<file path="src/rtl/hcbp_pkg.sv">
`timescale 1ns / 1ps
// Shared types and constants for the Huffman code bit packer.
// No dependencies; every other file uses this package by scoped names.
package hcbp_pkg;

    localparam int MAX_CODE_LEN = 24;
    localparam int SYMBOL_COUNT = 256;
    localparam int BYTE_BITS = 8;
    localparam int CODE_FIELD_BITS = 24;
    localparam int LEN_W = 5;
    localparam int SYM_W = 8;
    localparam int ADDR_W = (SYMBOL_COUNT > 1) ? $clog2(SYMBOL_COUNT) : 1;
    localparam int CODE_LIMIT = (MAX_CODE_LEN < CODE_FIELD_BITS) ? MAX_CODE_LEN
                                                                 : CODE_FIELD_BITS;
    localparam int ACC_W = BYTE_BITS - 1;
    localparam int CNT_W = 3;
    localparam int MERGE_W = ACC_W + CODE_FIELD_BITS;

    localparam logic [1:0] OP_LOAD = 2'd0;
    localparam logic [1:0] OP_ENCODE = 2'd1;
    localparam logic [1:0] OP_FLUSH = 2'd2;

    typedef struct packed {
        logic [1:0]                 opcode;
        logic [SYM_W-1:0]           symbol;
        logic [CODE_FIELD_BITS-1:0] code_bits;
        logic [LEN_W-1:0]           code_length;
    } in_beat_t;

    typedef struct packed {
        logic [BYTE_BITS-1:0] out_byte;
        logic                 byte_valid;
        logic [2:0]           pad_bits;
        logic                 last;
    } out_beat_t;

    typedef struct packed {
        logic                       hit;
        logic [CODE_FIELD_BITS-1:0] code;
        logic [LEN_W-1:0]           len;
    } lookup_t;

    typedef struct packed {
        logic                       load;
        logic [CODE_FIELD_BITS-1:0] bytes;
        logic [1:0]                 count;
        logic                       byte_valid;
        logic [2:0]                 pad_bits;
    } emit_t;

endpackage

</file>
<file path="src/rtl/hcbp_pack.sv">
`timescale 1ns / 1ps
// Merge stage: holds the pending bit accumulator, appends looked-up codes
// and hands completed bytes or flush results to the emitter. Depends on hcbp_pkg.
module hcbp_pack (
    input  logic              aclk,
    input  logic              aresetn,
    input  logic              in_accept,
    input  logic [1:0]        in_opcode,
    input  hcbp_pkg::lookup_t lookup,
    input  logic              emit_free,
    output logic              stage_busy,
    output logic              stage_advance,
    output hcbp_pkg::emit_t   emit
);

    logic                        s1_valid_reg;
    logic [1:0]                  s1_op_reg;
    logic [hcbp_pkg::ACC_W-1:0]  acc_reg, acc_next;
    logic [hcbp_pkg::CNT_W-1:0]  pend_reg, pend_next;

    logic [hcbp_pkg::LEN_W-1:0]   total;
    logic [hcbp_pkg::MERGE_W-1:0] merged;
    logic [1:0]                   nbytes;
    logic                         is_encode;
    logic                         is_flush;
    logic                         needs_out;

    assign is_encode = (s1_op_reg == hcbp_pkg::OP_ENCODE) && lookup.hit;
    assign is_flush = (s1_op_reg == hcbp_pkg::OP_FLUSH);
    assign total = hcbp_pkg::LEN_W'(pend_reg) + lookup.len;
    assign nbytes = total[hcbp_pkg::LEN_W-1:3];
    assign merged = hcbp_pkg::MERGE_W'(acc_reg)
                  | (hcbp_pkg::MERGE_W'(lookup.code) << pend_reg);
    assign needs_out = is_flush || (is_encode && (nbytes != 2'd0));

    assign stage_busy = s1_valid_reg;
    assign stage_advance = s1_valid_reg && (!needs_out || emit_free);

    always_comb begin
        acc_next = acc_reg;
        pend_next = pend_reg;
        emit.load = s1_valid_reg && needs_out && emit_free;
        emit.bytes = merged[hcbp_pkg::CODE_FIELD_BITS-1:0];
        emit.count = nbytes;
        emit.byte_valid = 1'b1;
        emit.pad_bits = 3'd0;
        if (is_flush) begin
            acc_next = '0;
            pend_next = '0;
            emit.bytes = hcbp_pkg::CODE_FIELD_BITS'(acc_reg);
            emit.count = 2'd1;
            emit.byte_valid = (pend_reg != '0);
            emit.pad_bits = 3'd0 - pend_reg;
        end else if (is_encode) begin
            pend_next = total[2:0];
            case (nbytes)
                2'd0: acc_next = merged[6:0];
                2'd1: acc_next = merged[14:8];
                2'd2: acc_next = merged[22:16];
                default: acc_next = merged[30:24];
            endcase
        end
    end

    always_ff @(posedge aclk) begin
        if (!aresetn) begin
            s1_valid_reg <= 1'b0;
            s1_op_reg <= hcbp_pkg::OP_LOAD;
            acc_reg <= '0;
            pend_reg <= '0;
        end else begin
            if (in_accept) begin
                s1_valid_reg <= 1'b1;
                s1_op_reg <= in_opcode;
            end else if (stage_advance) begin
                s1_valid_reg <= 1'b0;
            end
            if (stage_advance) begin
                acc_reg <= acc_next;
                pend_reg <= pend_next;
            end
        end
    end

endmodule

</file>
<file path="config.mk">
export PLATFORM = sky130hd
export DESIGN_NAME = hcbp_pack
export DESIGN_NICKNAME = d
export VERILOG_FILES = /design/src/rtl/hcbp_pkg.sv /design/src/rtl/hcbp_pack.sv
export SDC_FILE = /design/constraint.sdc
export NUM_CORES = 1
export LEC_CHECK = 0
export BUFFER_PORTS_ARGS = -buffer_cell sky130_fd_sc_hd__buf_2
export CORE_MARGIN = 1
export CORE_UTILIZATION = 51
export CTS_CLUSTER_DIAMETER = 150
export DETAILED_ROUTE_END_ITERATION = 12
export PLACE_DENSITY_LB_ADDON = 0.2
export SYNTH_ARGS = -nofsm -noshare
export SYNTH_HDL_FRONTEND = slang
export SYNTH_SLANG_ARGS = --single-unit
export TNS_END_PERCENT = 5
</file>
<file path="constraint.sdc">
create_clock -name aclk -period 3.25 [get_ports aclk]
set_clock_uncertainty 0.1 [all_clocks]
set_input_delay 0.1625 -clock aclk [delete_from_list [all_inputs] [get_ports aclk]]
set_output_delay 0.1625 -clock aclk [all_outputs]
set_load 0.02 [all_outputs]
</file>
==> impl_metrics.ini <==
[sta]
fin_tns_setup_ps = 0
setup_viol = 0
worst_pin_slew_ps = 489.3
rsz0062_at_grt = no
hold_viol = 0
slew_headroom = 0.6716
fin_crit_sh = 0.8134
period_needed_ps = 2644
fmax_mhz = 378.3
hold_ws_ps = 76.46
finalMaxSlewViolations = 0

[pwr]
power.leakage_nw = 1.071
internal_power_uw = 347.0
pwr-share-comb = 0.432
net-switching-power_uw = 208.2
swShare = 0.3750
p_clk_frac = 0.270
ir_worst_vdd_mv = 0.2374
p_per_area_nw_per_um2 = 231.0
p_total_uw = 555.1
power_frac_seq = 0.298

[setup_path]
crit_chain = ha_1 > inv_1 > fa_1 > nor2b_1 > o22ai_1 > a211oi_4 > nor3_1 > nor2_1 > o21a_1 > buf_2
critPathMaxStageDelay_ps = 380
arrival_ps = 2380
setup.worst_path.class = flip-flop to output pin
start_kind = flip-flop
crit_slowest_cell = fa_1
crit_fanout = 3
cp_data_required_time_ps = 2990
critPathTopFamily = compound AO/OA/AOI/OAI gates
path_buf_inv = 2
endpoint_kind = output pin

[die]
coreArea_um2 = 3716
initial_core_util = 0.5431
fp-row-count = 22
die_h_um = 64.91
die_area_um2 = 4213
ios = 69
die_w_um = 64.91

[logic_synthesis]
async_flop_share = 0
ys_warn_count = 0
synthCells = 260
ys_types = 50
syn_area_um2 = 2018
ys.flop_type = dfxtp_1
synth_edf_count = 0
avgSynthCellArea_um2 = 7.762
syn_nets = 302
ys_ff_latch = 13
yosysSeqAreaShare = 0.1290

[route]
first_pass_iters = 5
viasPerCell = 5.857
drc = 0
drt-total-wl_um = 5669
num_vias = 2132
first_iter_violations = 161
drtAntennaViolNets = 0
wl_per_cell_um = 15.57

[cts]
post_cts_resized = 0
cts_setup_buffers = 0
cts.sinks = 13
cts_tree = done
htreeDepth = 1
cts.clk_slew.worst_paths_ps = 60
cts_hold_buffers = 0
clockBufferDepth = 2
cts-root-buf = clkbuf_8
numCtsBuffers = 3
clock_latency_ps = 250

[final_layout]
nets = 359
n_antenna_cell = 0
area_growth_pct = 19.10
stdcell_count = 364
fin_util = 0.6468
drive_gt1_frac = 0.3165
largest_reg_flops = 7

[global_routing]
grt-ovfl-total = 0
grt_start_max_net_pins = 36
antenna_found_initial = 0
grt_usage = 0.2864
grt_pass1_vias = 1889
grt_pass1_wl_um = 9370

[worst_hold_path]
min_path_type = primary input to flip-flop

[status]
status = completed

[place]
io_buffers = 68
dp.cells = 360
place.gp.congestion = 0.8729
dp_hpwl_um = 4410

[job]
cap_violations = 0
-- cell type report --
type / count / area [µm²]
repair buffers: 72 / 370.4
flip-flops and latches: 13 / 260.3
inverters: 12 / 45.04
clock buffers: 4 / 45.04
well taps: 48 / 60.06
fillers: 354 / 1313
multi-input cells: 215 / 1623
-- worst register-to-register path: stages (launching register included) --
cell and delay, ps:
dfxtp_1 340, ha_1 170, inv_1 50, fa_1 380
nor2b_1 210, o22ai_1 190, a211oi_4 300, o211ai_2 180
or4_1 510, a21boi_1 140
-- cell families after synthesis --
group,after synthesis,synth area share
and+or+nand+nor,97,0.2238
AOI/OAI and AO/OA,59,0.2226
muxes,53,0.3168
buffers and inverters,32,0.06696
DFF,13,0.1290
adders and majority gates,6,0.04092
-- power groups by stage --
stage	clock (mW)	sequential (mW)	combinational (mW)
floorplan	0	0.169	0.156
global placement	0	0.169	0.235
detailed placement	0	0.169	0.238
CTS	0.151	0.165	0.239
global route	0.159	0.166	0.260
finish	0.150	0.165	0.240
-- cell usage after synthesis, types with 2 or more instances --
master | n | share of area
a22oi_1 | 3 | 0.011
and3_1 | 3 | 0.0093
nand3_1 | 2 | 0.0050
inv_2 | 2 | 0.0037
buf_2 | 6 | 0.015
a221oi_1 | 2 | 0.0087
a221o_1 | 2 | 0.0099
o21ai_0 | 3 | 0.0074
o21a_1 | 2 | 0.0074
a21oi_1 | 8 | 0.020
mux2i_1 | 29 | 0.14
buf_4 | 2 | 0.0074
a21o_1 | 5 | 0.019
o21ai_1 | 3 | 0.0074
nor2b_1 | 8 | 0.025
nor2_1 | 43 | 0.080
mux4_2 | 7 | 0.078
nor3_1 | 2 | 0.0050
and2_1 | 4 | 0.012
ha_1 | 5 | 0.031
nand2_1 | 24 | 0.045
a21boi_1 | 3 | 0.011
o211a_1 | 3 | 0.015
o22ai_1 | 4 | 0.012
mux2_2 | 10 | 0.056
mux2_1 | 7 | 0.039
nand2b_1 | 3 | 0.0093
clkbuf_1 | 12 | 0.022
o211ai_1 | 4 | 0.015
inv_1 | 10 | 0.019
a211oi_1 | 4 | 0.015
o2bb2ai_1 | 5 | 0.022
dfxtp_1 | 13 | 0.13
-- layout by cell type (no fill, tap or decap), types with 5 or more instances in the layout --
cell type	count
buf_2	68
nor2_1	43
mux2i_1	29
nand2_1	24
dfxtp_1	13
inv_1	10
mux2_2	10
nor2b_1	8
a21oi_1	8
mux4_2	7
mux2_1	7
a21o_1	5
o2bb2ai_1	5
ha_1	5
-- metal layers --
metal | GRT usage | up-vias | routed length (µm)
met3 | 0.04049 | 11 | 368
met2 | 0.4219 | 99 | 2579
li1 | - | 1054 | -
met5 | 0 | - | 0
met4 | 0.06944 | 0 | 82
met1 | 0.4310 | 968 | 2639
-- per-stage QoR --
stage | setup WS, ps | cell area (µm²)
floorplan | 448.5 | 2018
finish | 606.5 | 2404
detailed placement | 634.5 | 2359
CTS | 602.7 | 2404
global placement | 741.9 | 2359
global route | 398.9 | 2404
-- final timing paths --
check                                   from            end  slack, ps  cells after the start
worst max-delay path             pend_reg[0]  stage_advance        610                     10
worst min-delay path            in_opcode[0]   s1_op_reg[0]         80                      3
worst max register to register   pend_reg[0]    pend_reg[2]        610                      9
worst min register to register    acc_reg[6]     acc_reg[6]        380                      2
Power figures use the tool's default switching activity.
