<file path="src/rtl/hcbp_pkg.sv">
`timescale 1ns / 1ps
// Shared types and constants for the Huffman code bit packer.
// No dependencies; every other file uses this package by scoped names.
package hcbp_pkg;

    localparam int MAX_CODE_LEN = 24;
    localparam int SYMBOL_COUNT = 256;
    localparam int BYTE_BITS = 8;
    localparam int CODE_FIELD_BITS = 24;
    localparam int LEN_W = 5;
    localparam int SYM_W = 8;
    localparam int ADDR_W = (SYMBOL_COUNT > 1) ? $clog2(SYMBOL_COUNT) : 1;
    localparam int CODE_LIMIT = (MAX_CODE_LEN < CODE_FIELD_BITS) ? MAX_CODE_LEN
                                                                 : CODE_FIELD_BITS;
    localparam int ACC_W = BYTE_BITS - 1;
    localparam int CNT_W = 3;
    localparam int MERGE_W = ACC_W + CODE_FIELD_BITS;

    localparam logic [1:0] OP_LOAD = 2'd0;
    localparam logic [1:0] OP_ENCODE = 2'd1;
    localparam logic [1:0] OP_FLUSH = 2'd2;

    typedef struct packed {
        logic [1:0]                 opcode;
        logic [SYM_W-1:0]           symbol;
        logic [CODE_FIELD_BITS-1:0] code_bits;
        logic [LEN_W-1:0]           code_length;
    } in_beat_t;

    typedef struct packed {
        logic [BYTE_BITS-1:0] out_byte;
        logic                 byte_valid;
        logic [2:0]           pad_bits;
        logic                 last;
    } out_beat_t;

    typedef struct packed {
        logic                       hit;
        logic [CODE_FIELD_BITS-1:0] code;
        logic [LEN_W-1:0]           len;
    } lookup_t;

    typedef struct packed {
        logic                       load;
        logic [CODE_FIELD_BITS-1:0] bytes;
        logic [1:0]                 count;
        logic                       byte_valid;
        logic [2:0]                 pad_bits;
    } emit_t;

endpackage

</file>
<file path="src/rtl/hcbp_emit.sv">
`timescale 1ns / 1ps
// Output stage: holds up to three result bytes and presents one beat per
// cycle on the result channel while m_ready is high. Depends on hcbp_pkg.
module hcbp_emit (
    input  logic                aclk,
    input  logic                aresetn,
    input  hcbp_pkg::emit_t     emit,
    output logic                emit_free,
    output logic                m_valid,
    input  logic                m_ready,
    output hcbp_pkg::out_beat_t m_data
);

    logic [hcbp_pkg::CODE_FIELD_BITS-1:0] buf_reg;
    logic [1:0] cnt_reg;
    logic bvalid_reg;
    logic [2:0] pad_reg;

    assign m_valid = (cnt_reg != 2'd0);
    assign emit_free = (cnt_reg == 2'd0) || ((cnt_reg == 2'd1) && m_ready);

    assign m_data.out_byte = buf_reg[hcbp_pkg::BYTE_BITS-1:0];
    assign m_data.byte_valid = bvalid_reg;
    assign m_data.pad_bits = pad_reg;
    assign m_data.last = (cnt_reg == 2'd1);

    always_ff @(posedge aclk) begin
        if (!aresetn) begin
            cnt_reg <= 2'd0;
        end else if (emit.load) begin
            cnt_reg <= emit.count;
        end else if (m_valid && m_ready) begin
            cnt_reg <= cnt_reg - 2'd1;
        end
    end

    always_ff @(posedge aclk) begin
        if (emit.load) begin
            buf_reg <= emit.bytes;
            bvalid_reg <= emit.byte_valid;
            pad_reg <= emit.pad_bits;
        end else if (m_valid && m_ready) begin
            buf_reg <= buf_reg >> hcbp_pkg::BYTE_BITS;
        end
    end

endmodule

</file>
<file path="config.mk">
export PLATFORM = sky130hd
export DESIGN_NAME = hcbp_emit
export DESIGN_NICKNAME = d
export VERILOG_FILES = /design/src/rtl/hcbp_pkg.sv /design/src/rtl/hcbp_emit.sv
export SDC_FILE = /design/constraint.sdc
export NUM_CORES = 1
export LEC_CHECK = 0
export BUFFER_PORTS_ARGS = -buffer_cell sky130_fd_sc_hd__buf_2
export CORE_MARGIN = 5
export CORE_UTILIZATION = 42
export CTS_BUF_LIST = sky130_fd_sc_hd__clkbuf_8
export CTS_CLUSTER_DIAMETER = 60
export DETAILED_ROUTE_END_ITERATION = 10
export MAX_ROUTING_LAYER = met4
export PLACE_DENSITY = 0.72
export SETUP_SLACK_MARGIN = 0.1
export SLEW_MARGIN = 40
export SYNTH_ARGS = -nofsm -noshare
export SYNTH_HDL_FRONTEND = slang
export SYNTH_SLANG_ARGS = --single-unit
</file>
<file path="constraint.sdc">
create_clock -name aclk -period 5.6 [get_ports aclk]
set_input_delay 1.12 -clock aclk [delete_from_list [all_inputs] [get_ports aclk]]
set_output_delay 1.12 -clock aclk [all_outputs]
set_load 0.02 [all_outputs]
</file>
==> results of run 1 <==
==> final cells by class <==
class / count / area [um2]
clock buffer: 8 / 110
multi-input combinational: 37 / 359
sequential: 30 / 881
fill: 264 / 1420
inverter: 4 / 15.0
timing repair buffer: 48 / 240
tap: 44 / 55.1
==> logic make-up (layout without fill, tap and decap cells) <==
group           after synthesis  after routing  synth area share
compound gates                4              4            0.0184
xor+xnor                      1              1           0.00645
fa+ha+maj                     2              2            0.0184
buf+inv                      16             60            0.0875
flops                        30             30             0.648
mux                          16             16             0.160
simple gates                 14             14            0.0608
==> per-layer routing <==
metal | track usage | vias to the layer above | share of wire
met5 | - | - | 0
met3 | 0.0438 | 6 | 0.097
met1 | 0.0951 | 337 | 0.37
li1 | - | 372 | -
met4 | 0.0456 | 0 | 0.012
met2 | 0.171 | 30 | 0.52
==> Yosys cell counts, types with 2 or more instances <==
master	instances	area (um2)
edfxtp_1	28	841
ha_1	2	25.0
mux2_2	6	67.6
mux2_4	10	150
buf_4	9	67.6
nand2_1	3	11.3
dfxtp_1	2	40.0
and2_1	8	50.1
inv_1	4	15.0
==> power groups by stage <==
stage / Sequential (mW) / Combinational (mW) / Clock [mW]
2_1_floorplan: 0.282 / 0.0554 / 0
3_3_place_gp: 0.280 / 0.0707 / 0
3_5_place_dp: 0.281 / 0.0724 / 0
4_1_cts: 0.276 / 0.0728 / 0.202
5_1_grt: 0.278 / 0.0776 / 0.212
6_report: 0.276 / 0.0714 / 0.197
==> placed cells by master (no fill, tap or decap), drive strengths merged <==
master,Yosys,routed
buf,12,48
edfxtp,28,28
mux2,16,16
and2,8,8
clkbuf,0,8
inv,4,4
nand2,3,3
ha,2,2
dfxtp,2,2
and2b,1,1
or2,1,1
xnor2,1,1
o21ai,1,1
a21oi,1,1
nand3b,1,1
o211ai,1,1
a21boi,1,1
==> metrics by stage <==
step	total power [mW]	area, um2	cells	worst slack [ps]	util
3_5_place_dp	0.354	1550	163	2980	0.504
3_3_place_gp	0.351	1550	163	2780	0.504
5_1_grt	0.567	1660	171	2950	0.539
2_1_floorplan	0.337	1360	83	3160	-
4_1_cts	0.551	1660	171	2990	0.539
6_report	0.544	1660	171	3000	0.539
==> final timing paths <==
kind | start | end | slack, ps
min reg2reg | buf_reg[21]$_SDFFCE_PN0P_ | buf_reg[13]$_DFFE_PP_ | 540
min | buf_reg[21]$_SDFFCE_PN0P_ | buf_reg[13]$_DFFE_PP_ | 540
max reg2reg | cnt_reg[0]$_SDFFE_PN0P_ | buf_reg[7]$_DFFE_PP_ | 3880
max | m_ready | emit_free | 3000
==> critical path, stage by stage <==
cell and delay (ps):
buf_2 110, nand2_1 60, nand2_1 40, buf_2 150
==> impl_metrics.env, run 1 <==
export IMPL_viasPerCell=4.36
export IMPL_ant_nets=0
export IMPL_vias=745
export IMPL_crit_required_ps=4480
export IMPL_worstPathArrival_ps=1480
export IMPL_power_density_nw_per_um2=328
export IMPL_power_switching_uw=115
export IMPL_die_w_um=66.9
export IMPL_largest_reg_flops=24
export IMPL_yosys_warnings=0
export IMPL_cts_hold_buf=0
export IMPL_pin_count=49
export IMPL_cap_violations=0
export IMPL_syn_num_nets=119
export IMPL_rows=20
export IMPL_clock_power_share=0.362
export IMPL_clock_root_buffer="clkbuf_8"
export IMPL_combPwrFrac=0.131
export IMPL_tightest_slew_ps=646
export IMPL_synth_edf_count=28
export IMPL_clock_latency_ps=270
export IMPL_slew_headroom=0.569
export IMPL_fp_coreArea_um2=3080
export IMPL_cts_buffers=5
export IMPL_switching_share=0.211
export IMPL_hold_viol_final=0
export IMPL_syn_inst=83
export IMPL_sequentialPowerShare=0.507
export IMPL_avgRoutedWirePerCell_um=12.0
export IMPL_clk_pin_slew_worst_paths_ps=60
export IMPL_dp_hpwl_um=1540
export IMPL_rr_worst_depth=4
export IMPL_htreeDepth=2
export IMPL_finClkSkew_ps=4.42
export IMPL_n_antenna_cell=0
export IMPL_ir_worst_vdd_uv=162
export IMPL_synth_ff_type="edfxtp_1"
export IMPL_grt_usage=0.0992
export IMPL_cp_start_kind="input port"
export IMPL_cts_repair_resized=0
export IMPL_netlist_area_um2=1360
export IMPL_numPortBuffers=48
export IMPL_rsz0062_at_grt="false"
export IMPL_p_leak_nw=0.730
export IMPL_drc=0
export IMPL_cts_tree="done"
export IMPL_cts_buffer_depth=2
export IMPL_final_nets=162
export IMPL_grt_pass1_wl_um=3080
export IMPL_die_h_um=66.9
export IMPL_cts_setup_buffers=0
export IMPL_finalMaxSlewViolations=0
export IMPL_hold_depth=1
export IMPL_hold_path_class="flop to flop"
export IMPL_drive_gt1_frac=0.575
export IMPL_ys_ff_latch=30
export IMPL_clock_fmax_mhz=384
export IMPL_crit_path_end_kind="output port"
export IMPL_antenna_found_initial=0
export IMPL_async_flop_share=0
export IMPL_dieArea_um2=4470
export IMPL_yosysUniqueCellTypes=20
export IMPL_wl_um=2060
export IMPL_setup_violations=0
export IMPL_fin_crit_ps=2600
export IMPL_grt_max_degree=32
export IMPL_fin_tns_setup_ps=0
export IMPL_p_int_uw=429
export IMPL_fin_hold_ws_ps=545
export IMPL_grt_overflow=0
export IMPL_worst_setup_path_type="input port to output port"
export IMPL_fin_crit_sh=0.465
export IMPL_dr_pass1_iters=4
export IMPL_status="finished clean"
export IMPL_area_growth_pct=22.2
export IMPL_first_global_vias=730
export IMPL_drtIter0Drc=11
export IMPL_ys_seq_area_frac=0.648
export IMPL_avgSynthCellArea_um2=16.4
export IMPL_start_util=0.441
export IMPL_gp_congestion=0.652
export IMPL_cp_max_fo=3
export IMPL_cts_sinks=30
(Power assumes the default switching activity.)
==> run 2, diff against run 1 <==
- PLACE_DENSITY: 0.72 -> 0.75
- clock period: 5.6 -> 2.12 ns (I/O delays scaled with it)
==> run 2 against run 1 <==
First-iteration DRC count up 36%. Global-route usage up 2.2 points. Wire length up 13%. Highest routed layer unchanged. Total power up 150%. Clock-buffer cell count down 3.
==> impl_metrics.env, run 2 (synthesized netlist as in run 1, its figures left out) <==
export IMPL_status="finished clean"
export IMPL_htreeDepth=2
export IMPL_clock_latency_ps=270
export IMPL_area_growth_pct=22.9
export IMPL_cts_sinks=30
export IMPL_cts_buffer_depth=2
export IMPL_p_int_mw=1.03
export IMPL_p_leak_nw=0.732
export IMPL_antenna_found_initial=0
export IMPL_setup_violations=0
export IMPL_cp_max_fo=3
export IMPL_fp_coreArea_um2=3080
export IMPL_finalMaxSlewViolations=0
export IMPL_clock_fmax_mhz=625
export IMPL_slew_headroom=0.850
export IMPL_vias=767
export IMPL_rows=20
export IMPL_die_h_um=66.9
export IMPL_drive_gt1_frac=0.550
export IMPL_viasPerCell=4.43
export IMPL_grtUsageMet2=0.196
export IMPL_switching_share=0.229
export IMPL_clk_pin_slew_worst_paths_ps=60
export IMPL_grt_usage=0.121
export IMPL_post_dp_cell_area_um2=1590
export IMPL_grt_busiest_layer="met2"
export IMPL_tightest_slew_ps=224
export IMPL_dr_pass1_iters=2
export IMPL_numPortBuffers=48
export IMPL_grt_overflow=0
export IMPL_worst_setup_path_type="flop to output port"
export IMPL_rsz0062_at_grt="false"
export IMPL_final_nets=164
export IMPL_mostFrequentLayoutCells="buf_2, edfxtp_1, mux2_4"
export IMPL_cp_common_cell="inv_1"
export IMPL_hold_viol_final=0
export IMPL_wl_um=2320
export IMPL_start_util=0.441
export IMPL_worst_r2r_startpoint="cnt_reg[0]$_SDFFE_PN0P_"
export IMPL_crit_path_max_incr_delay_ps=370
export IMPL_met3_usage=0.0641
export IMPL_grt_max_degree=25
export IMPL_worstHoldStart="emit[0]"
export IMPL_cts_buffers=5
export IMPL_grt_use_met1=0.116
export IMPL_clock_root_buffer="clkbuf_8"
export IMPL_gp_congestion=0.707
export IMPL_avgRoutedWirePerCell_um=13.4
export IMPL_first_global_vias=789
export IMPL_final_design_area_no_fill_um2=1670
export IMPL_dp_cells=165
export IMPL_sequentialPowerShare=0.544
export IMPL_combPwrFrac=0.151
export IMPL_drc=0
export IMPL_cap_violations=0
export IMPL_cts_repair_resized=0
export IMPL_largest_reg_flops=24
export IMPL_startpoint="cnt_reg[0]$_SDFFE_PN0P_"
export IMPL_power_switching_uw=308
export IMPL_final_common_cell="buf_2"
export IMPL_dp_hpwl_um=1750
export IMPL_layout_cells_non_filler=173
export IMPL_die_w_um=66.9
export IMPL_n_antenna_cell=0
export IMPL_ant_nets=0
export IMPL_fin_crit_sh=0.754
export IMPL_crit_path_cell_trace="inv_1 -> ha_1 -> inv_1 -> nand2_1 -> buf_2"
export IMPL_grt_pass1_wl_um=3580
export IMPL_clock_power_share=0.305
export IMPL_pin_count=49
export IMPL_finClkSkew_ps=4.70
export IMPL_cts_hold_buf=0
export IMPL_hold_path_class="input port to flop"
export IMPL_power_density_nw_per_um2=803
export IMPL_fin_tns_setup_ps=0
export IMPL_cp_start_kind="flop"
export IMPL_crit_slowest_cell="dfxtp_1"
export IMPL_drtIter0Drc=15
export IMPL_crit_required_ps=1700
export IMPL_cts_setup_buffers=0
export IMPL_worstPathArrival_ps=1180
export IMPL_fin_crit_ps=1600
export IMPL_crit_path_end_kind="output port"
export IMPL_ir_worst_vdd_uv=333
export IMPL_cts_tree="done"
export IMPL_dieArea_um2=4470
run 2: final cells by class:
cell class,instances,area [um2]
clock buffers,5,68.8
clock inverters,3,11.3
fillers,272,1410
inverters,4,15.0
multi-input cells,37,359
flip-flops and latches,30,881
well taps,44,55.1
repair buffers,50,280
run 2: worst paths after layout:
check / end / cells past startpoint / slack [ps]
setup / recovery: emit_free / 5 / 520
hold / removal: pad_reg[0]$_DFFE_PP_ / 1 / 330
setup reg to reg: buf_reg[21]$_SDFFCE_PN0P_ / 5 / 610
hold reg to reg: buf_reg[10]$_DFFE_PP_ / 1 / 540
run 2: stage by stage:
step | hold slack [ps] | setup slack (ps) | util | power (mW)
floorplan | 523 | 330 | - | 0.891
global placement | 528 | 664 | 0.517 | 0.937
detailed placement | 534 | 601 | 0.517 | 0.949
CTS | 314 | 494 | 0.543 | 1.37
global route | 315 | 429 | 0.543 | 1.41
finish | 330 | 521 | 0.543 | 1.34
run 2: critical path: cells and delay by family, from the launching register on:
family | cells | cell delay [ps]
fa+ha+maj | 1 | 210
flops | 1 | 370
buf+inv | 3 | 280
simple gates | 1 | 40
run 2: power by group through the flow:
stage          logic (mW)  registers, mW  clock network, mW
2_1_floorplan       0.146          0.745                  0
3_3_place_gp        0.198          0.739                  0
3_5_place_dp        0.205          0.743                  0
4_1_cts             0.206          0.731              0.430
5_1_grt             0.220          0.734              0.458
6_report            0.202          0.730              0.410
run 2: metal layers:
metal,up-vias,routed length (um)
li1,376,-
met5,-,0
met2,35,1200
met1,350,831
met4,0,60
met3,6,225
